File: config.mk
export PLATFORM = sky130hd
export DESIGN_NAME = slsb_ctrl
export DESIGN_NICKNAME = d
export VERILOG_FILES = /design/src/rtl/slsb_pkg.sv /design/src/rtl/slsb_ctrl.sv
export VERILOG_INCLUDE_DIRS = /design/src /design/src/rtl
export SDC_FILE = /design/constraint.sdc
export NUM_CORES = 1
export LEC_CHECK = 0
export ABC_AREA = 1
export ABC_CLOCK_PERIOD_IN_PS = 10800
export BUFFER_PORTS_ARGS = -buffer_cell sky130_fd_sc_hd__buf_4
export CORE_ASPECT_RATIO = 0.75
export CORE_MARGIN = 2
export CORE_UTILIZATION = 40
export DETAILED_ROUTE_END_ITERATION = 8
export PLACE_DENSITY = 0.69
export SETUP_SLACK_MARGIN = 0.5
export SLEW_MARGIN = 20
export SYNTH_ARGS = -nofsm -noshare
export SYNTH_HDL_FRONTEND = slang
export SYNTH_SLANG_ARGS = --single-unit
File: constraint.sdc
create_clock -name clk -period 10.8 [get_ports clk]
set_input_delay 0 -clock clk [delete_from_list [all_inputs] [get_ports clk]]
set_output_delay 0 -clock clk [all_outputs]
set_load 0.02 [all_outputs]
File: src/rtl/assert_macros.svh
// Assertion macros shared by the scrollback buffer modules.
`ifndef ASSERT_MACROS_SVH
`define ASSERT_MACROS_SVH

// Checked at every rising edge outside reset.
`define SLSB_ASSERT_CLK(lbl, prop, msg) \
  lbl: assert property (@(posedge clk) disable iff (!rst_n) prop) else $error(msg);

// Checked at every rising edge, reset included.
`define SLSB_ASSERT_ANY(lbl, prop, msg) \
  lbl: assert property (@(posedge clk) prop) else $error(msg);

`endif

File: src/rtl/slsb_pkg.sv
// Types and constants of the serial line scrollback buffer.
package slsb_pkg;

  typedef enum logic [2:0] {
    ACT_RX     = 3'd0,
    ACT_UP     = 3'd1,
    ACT_DOWN   = 3'd2,
    ACT_TOGGLE = 3'd3,
    ACT_CLEAR  = 3'd4,
    ACT_READ   = 3'd5
  } action_t;

  localparam logic [7:0]  CHAR_LF  = 8'h0A;
  localparam logic [7:0]  CHAR_CR  = 8'h0D;
  localparam logic [7:0]  PRINT_LO = 8'h20;
  localparam logic [7:0]  PRINT_HI = 8'h7E;
  localparam logic [7:0]  CHAR_DOT = 8'h2E;
  localparam logic [31:0] CTR_MAX  = 32'hFFFF_FFFF;

  localparam int IN_TDATA_W  = 24;
  localparam int IN_TUSER_W  = 3;
  localparam int OUT_TDATA_W = 104;

  // Status fields reported with every result word, after the action.
  typedef struct packed {
    logic        more_below;
    logic        more_above;
    logic [31:0] line_count;
    logic [31:0] byte_count;
    logic [5:0]  first_visible;
    logic        auto_follow;
    logic [5:0]  scroll_offset;
    logic [6:0]  retained_lines;
  } status_t;

endpackage

File: src/rtl/slsb_ctrl.sv
// Line assembly, ring pointers, scroll state, counters and memory commands.
module slsb_ctrl #(
  parameter int LINE_COLS  = 32,
  parameter int RING_LINES = 64,
  parameter int VIEW_ROWS  = 7,
  localparam int SW = $clog2(RING_LINES + 1),
  localparam int LW = $clog2(LINE_COLS)
) (
  input  logic              clk,
  input  logic              rst_n,
  input  logic              accept,
  input  slsb_pkg::action_t action,
  input  logic [7:0]        data_byte,
  input  logic [5:0]        line_index,
  input  logic [4:0]        column,
  output slsb_pkg::status_t status,
  output logic              rd_hit,
  output logic              chr_we,
  output logic [SW-1:0]     chr_slot,
  output logic [LW-1:0]     chr_col,
  output logic [7:0]        chr_data,
  output logic              len_we,
  output logic [SW-1:0]     len_slot,
  output logic [LW-1:0]     len_data,
  output logic              rd_en,
  output logic [SW-1:0]     rd_slot,
  output logic [LW-1:0]     rd_col
);

  import slsb_pkg::*;
  `include "assert_macros.svh"

  localparam int HW   = $clog2(RING_LINES + 1);
  localparam int CMPW = HW + 8;
  localparam int AW   = SW + 2;
  localparam int CIW  = (LW > 5) ? LW : 5;

  logic [SW-1:0] wr_r, wr_nxt, wr_inc;
  logic [HW-1:0] held_r, held_nxt;
  logic [HW-1:0] scroll_r, scroll_nxt;
  logic          follow_r, follow_nxt;
  logic [LW-1:0] plen_r, plen_nxt;
  logic [31:0]   bytes_r, bytes_nxt;
  logic [31:0]   lines_r, lines_nxt;

  logic            do_commit;
  logic            pl_full;
  logic            lf_commit;
  logic [CMPW-1:0] held_w, scroll_w, view_w;
  logic [CMPW-1:0] held_nw, scroll_nw;
  logic [AW-1:0]   sum_w, slot_w;
  logic [CIW-1:0]  col_ext;

  assign wr_inc  = (wr_r == SW'(RING_LINES)) ? '0 : wr_r + 1'b1;
  assign pl_full = (plen_r == LW'(LINE_COLS - 1));
  assign held_w  = CMPW'(held_r);
  assign scroll_w = CMPW'(scroll_r);
  assign view_w  = CMPW'(VIEW_ROWS);
  assign col_ext = CIW'(column);

  // Oldest retained line sits held lines behind the write slot; the ring has one
  // spare slot so the line being assembled never overwrites a retained one.
  assign sum_w  = AW'(wr_r) + AW'(RING_LINES + 1) - AW'(held_r) + AW'(line_index);
  assign slot_w = (sum_w >= AW'(RING_LINES + 1)) ? sum_w - AW'(RING_LINES + 1) : sum_w;

  always_comb begin
    wr_nxt     = wr_r;
    held_nxt   = held_r;
    scroll_nxt = scroll_r;
    follow_nxt = follow_r;
    plen_nxt   = plen_r;
    bytes_nxt  = bytes_r;
    lines_nxt  = lines_r;
    do_commit  = 1'b0;
    chr_we     = 1'b0;
    chr_slot   = wr_r;
    chr_col    = plen_r;
    chr_data   = data_byte;
    rd_en      = 1'b0;
    rd_hit     = 1'b0;
    rd_slot    = slot_w[SW-1:0];
    rd_col     = col_ext[LW-1:0];

    if (accept) begin
      case (action)
        ACT_RX: begin
          if (bytes_r != CTR_MAX) begin
            bytes_nxt = bytes_r + 32'd1;
          end
          if (data_byte == CHAR_LF) begin
            do_commit = (plen_r != '0);
            plen_nxt  = '0;
          end else if (data_byte != CHAR_CR) begin
            do_commit = pl_full;
            chr_we    = 1'b1;
            chr_slot  = pl_full ? wr_inc : wr_r;
            chr_col   = pl_full ? '0 : plen_r;
            chr_data  = (data_byte >= PRINT_LO && data_byte <= PRINT_HI) ?
                        data_byte : CHAR_DOT;
            plen_nxt  = chr_col + 1'b1;
          end
        end
        ACT_UP: begin
          if (held_w > view_w && scroll_w + view_w < held_w) begin
            scroll_nxt = scroll_r + 1'b1;
            follow_nxt = 1'b0;
          end
        end
        ACT_DOWN: begin
          if (scroll_r != '0) begin
            scroll_nxt = scroll_r - 1'b1;
            if (scroll_r == HW'(1)) begin
              follow_nxt = 1'b1;
            end
          end
        end
        ACT_TOGGLE: begin
          follow_nxt = !follow_r;
          if (!follow_r) begin
            scroll_nxt = '0;
          end
        end
        ACT_CLEAR: begin
          wr_nxt     = '0;
          held_nxt   = '0;
          scroll_nxt = '0;
          follow_nxt = 1'b1;
          plen_nxt   = '0;
          bytes_nxt  = '0;
          lines_nxt  = '0;
        end
        ACT_READ: begin
          rd_en  = 1'b1;
          rd_hit = (CMPW'(line_index) < held_w);
        end
        default: begin
        end
      endcase

      if (do_commit) begin
        wr_nxt = wr_inc;
        if (held_r != HW'(RING_LINES)) begin
          held_nxt = held_r + 1'b1;
        end
        if (lines_r != CTR_MAX) begin
          lines_nxt = lines_r + 32'd1;
        end
        if (follow_r) begin
          scroll_nxt = '0;
        end
      end
    end
  end

  assign len_we   = do_commit;
  assign len_slot = wr_r;
  assign len_data = plen_r;

  assign held_nw   = CMPW'(held_nxt);
  assign scroll_nw = CMPW'(scroll_nxt);

  always_comb begin
    status.retained_lines = 7'(held_nxt);
    status.scroll_offset  = 6'(scroll_nxt);
    status.auto_follow    = follow_nxt;
    status.byte_count     = bytes_nxt;
    status.line_count     = lines_nxt;
    status.more_below     = (held_nw > view_w + scroll_nw);
    status.more_above     = (scroll_nxt != '0) && (held_nw > view_w);
    status.first_visible  = status.more_below ? 6'(held_nw - view_w - scroll_nw) : '0;
  end

  always_ff @(posedge clk) begin
    if (!rst_n) begin
      wr_r     <= '0;
      held_r   <= '0;
      scroll_r <= '0;
      follow_r <= 1'b1;
      plen_r   <= '0;
      bytes_r  <= '0;
      lines_r  <= '0;
    end else begin
      wr_r     <= wr_nxt;
      held_r   <= held_nxt;
      scroll_r <= scroll_nxt;
      follow_r <= follow_nxt;
      plen_r   <= plen_nxt;
      bytes_r  <= bytes_nxt;
      lines_r  <= lines_nxt;
    end
  end

  assign lf_commit = accept && action == ACT_RX && data_byte == CHAR_LF &&
                     plen_r != '0;

  `SLSB_ASSERT_CLK(a_scroll_bound, scroll_r != '0 |-> scroll_w + view_w <= held_w, "bad scroll")
  `SLSB_ASSERT_CLK(a_commit_moves, lf_commit |=> wr_r != $past(wr_r), "line feed did not commit")
  `SLSB_ASSERT_ANY(a_reset_state, !rst_n |=> held_r == '0 && follow_r && plen_r == '0, "bad reset")

endmodule

==> impl_metrics.tcl <==
set metrics [dict create \
    status "complete, no violations" \
    core.rowCount 48 \
    cp_max_fo 8 \
    grt_max_degree 66 \
    final_core_util 0.473 \
    powerDensity_nw_per_um2 88.1 \
    max_clock_freq_ghz 0.210 \
    yosysTopAreaCell "dfxtp_1" \
    ys_types 61 \
    synthTopCellsByArea "dfxtp_1 (20%), nand2_1 (15%), inv_1 (8.4%)" \
    portBuffers 148 \
    fin_ws_ns 6.03 \
    synth_top_family_by_area "simple AND/OR/NAND/NOR gates" \
    p_sw_uw 316 \
    grt_overflow 0 \
    avgSynthCellArea_um2 6.17 \
    cpPeakStageDelay_ns 0.45 \
    synth_edf_count 0 \
    drt_iter0_drc 840 \
    slew_headroom 0.463 \
    synth.area.mux_share 0 \
    synth-xor-area-share 0.0694 \
    timing.final.crit_share 0.441 \
    nNetsFinal 1685 \
    vias_per_cell 5.19 \
    cp_slowest_cell "dfxtp_1" \
    syn_inst 1492 \
    clkPwrFrac 0.378 \
    hpwl_um 22600 \
    post_cts.repair.setup_buffers 0 \
    antenna_found_initial 0 \
    finalCriticalPeriod_ns 4.77 \
    routed_wl_um 28900 \
    worst_pin_slew_ns 0.806 \
    ios 159 \
    drive_gt1_frac 0.168 \
    share_comb_of_total_power 0.256 \
    synthAdderAreaFrac 0.0845 \
    holdWs_ns 0.0000262 \
    die_y_um 135 \
    ys_warn_count 0 \
    clk_path_buf_depth 2 \
    clkTransAtPathRegs_ns 0.07 \
    seq_area_frac_synth 0.198 \
    synth_top_cell_area_share 0.198 \
    cts-root-buf "clkbuf_16" \
    cp.required_ns 10.80 \
    max_cap_viol_count 0 \
    multiInputGateArea_um2 6260 \
    avgRoutedWirePerCell_um 15.2 \
    h-tree-depth 3 \
    cts_buffers 9 \
    cp-start-kind "flop" \
    antenna_left 0 \
    grt_util_all_layers 0.240 \
    synth-seq-cells 91 \
    placed_cell_area_um2 10400 \
    grt_pass1_vias 8845 \
    insertedDiodeCount 0 \
    final_cells 1907 \
    ys.flop_type "dfxtp_1" \
    finalInstanceArea_um2 10800 \
    area_delta_synth_final_pct 17.1 \
    power.internal_uw 634 \
    synth_nets 1575 \
    vias 9889 \
    fin_skew_ns 0.0109 \
    gp_congestion 0.976 \
    cts_sinks 91 \
    dpl_worst_slack_ns 6.45 \
    die-area_um2 24300 \
    dp.cells 1890 \
    endpoint_kind "output port" \
    vdd_ir_drop_max_mv 0.0801 \
    drc_errors 0 \
    hold_viol 0 \
    netSwitchingFraction 0.333 \
    setup_tns_ns 0 \
    clock_latency_ns 0.37 \
    worstPathArrival_ns 4.77 \
    drtPass1Iterations 6 \
    synth_compound_area_frac 0.136 \
    setup_viol 0 \
    initial_core_util 0.404 \
    grt_pass1_wl_um 46000 \
    critical_path_class "flop to output port" \
    synth-simple-area-share 0.389 \
    nFillCells 2403 \
    power_uw 950 \
    core_um2 22800 \
    hold_class "primary input to output port" \
    slew_viol_final 0 \
    async_reset_ff_frac 0 \
    seqPwrFrac 0.366 \
    rsz0062_at_grt "false" \
    syn_area_um2 9210 \
    seqCellArea_um2 1820 \
    crit_top_cell "ha_1" \
    die_w_um 179 \
    leakage_nw 5.32 \
    cts_tree "done" \
]
power groups by stage:
stage / registers [mW] / clock network [mW] / logic (mW)
floorplan: 0.352 / 0 / 0.174
global route: 0.348 / 0.379 / 0.269
finish: 0.348 / 0.359 / 0.243
detailed placement: 0.355 / 0 / 0.241
CTS: 0.347 / 0.366 / 0.243
global placement: 0.355 / 0 / 0.239
critical path, delay by kind of cell, from the launching register on:
family                     cells  cell delay, ns
and+or+nand+nor               11            1.15
DFF                            1            0.45
adders and majority gates      4            1.13
buffers and inverters          4            0.53
AOI/OAI and AO/OA              6            0.82
xor gates and xnor gates       2            0.33
cell families (layout without fill, tap and decap cells):
| family | after synthesis | after routing |
|---|---|---|
| AO/OA/AOI/OAI | 217 | 217 |
| XOR/XNOR | 73 | 73 |
| adder cells (fa/ha/maj) | 58 | 58 |
| buffers and inverters | 280 | 395 |
| flip-flops | 91 | 91 |
| AND/OR/NAND/NOR | 773 | 773 |
final cells by class:
type	count	share of cell area
multi-input combinational	1121	0.580
sequential	91	0.169
timing repair buffer	152	0.106
inverter	227	0.0796
tap	300	0.0348
clock buffer	10	0.0222
clock inverter	6	0.00824
cells in the mapped netlist, types with 7 or more instances:
library cell / count
nand2_2: 23
nor3_1: 42
o31ai_1: 9
nor2_2: 13
or2_2: 7
nand2_4: 7
inv_1: 206
ha_1: 51
nor2_1: 147
nor2_4: 7
buf_2: 8
o21ai_0: 76
fa_1: 7
xor2_1: 67
buf_4: 16
o21ai_1: 12
inv_2: 17
nor4_1: 8
dfxtp_1: 91
nand4_1: 30
clkbuf_1: 26
nand3_1: 84
a21oi_1: 79
nand2_1: 380
worst paths after layout:
kind | slack [ns] | cells after the start | endpoint | start
setup reg to reg | 7.92 | 17 | scroll_r[5] | scroll_r[0]
setup / recovery | 6.03 | 27 | status[14] | scroll_r[0]
hold / removal | 0.00003 | 0 | rd_col[3] | column[3]
hold reg to reg | 0.51 | 2 | lines_r[1] | lines_r[1]
registers in the layout, indices dropped and copies added (netlist names):
signal    count
bytes_r      32
len_data      5
scroll_r      7
follow_r      1
lines_r      32
held_r        7
len_slot      7
cells in the final DEF (no fill, tap or decap), drive strengths merged:
master       instances
dlygate4sd3          1
fa                   7
nor2               169
o211ai               3
or2                  8
clkbuf              10
nor3                45
o21a                 3
o31ai                9
ha                  51
dfxtp               91
nand2              412
a22oi                3
nand4               32
clkinvlp             2
a221oi               2
a211oi               3
o21ai               89
a41oi                1
nand3               89
a21boi               1
nor4                11
nand3b               3
a31oi                6
a21oi               84
xor2                67
bufinv               2
o22ai                4
a31o                 1
and3                 1
clkinv               5
inv                224
a21o                 5
o21bai               3
and2                 3
buf                151
xnor2                6
metal layers:
metal,part of all wire,track usage,up-vias
li1,-,-,4991
met1,0.48,0.347,4493
met2,0.42,0.362,372
met3,0.084,0.0567,33
met4,0.015,0.0511,0
met5,0,0,-
timing repair:
action / 4_1_cts / 5_1_grt
hold endpoints to repair: 4 / 0
gates resized for setup: 0 / 0
hold buffers: 1 / 0
Note: power is estimated with default switching activity, not from simulation.
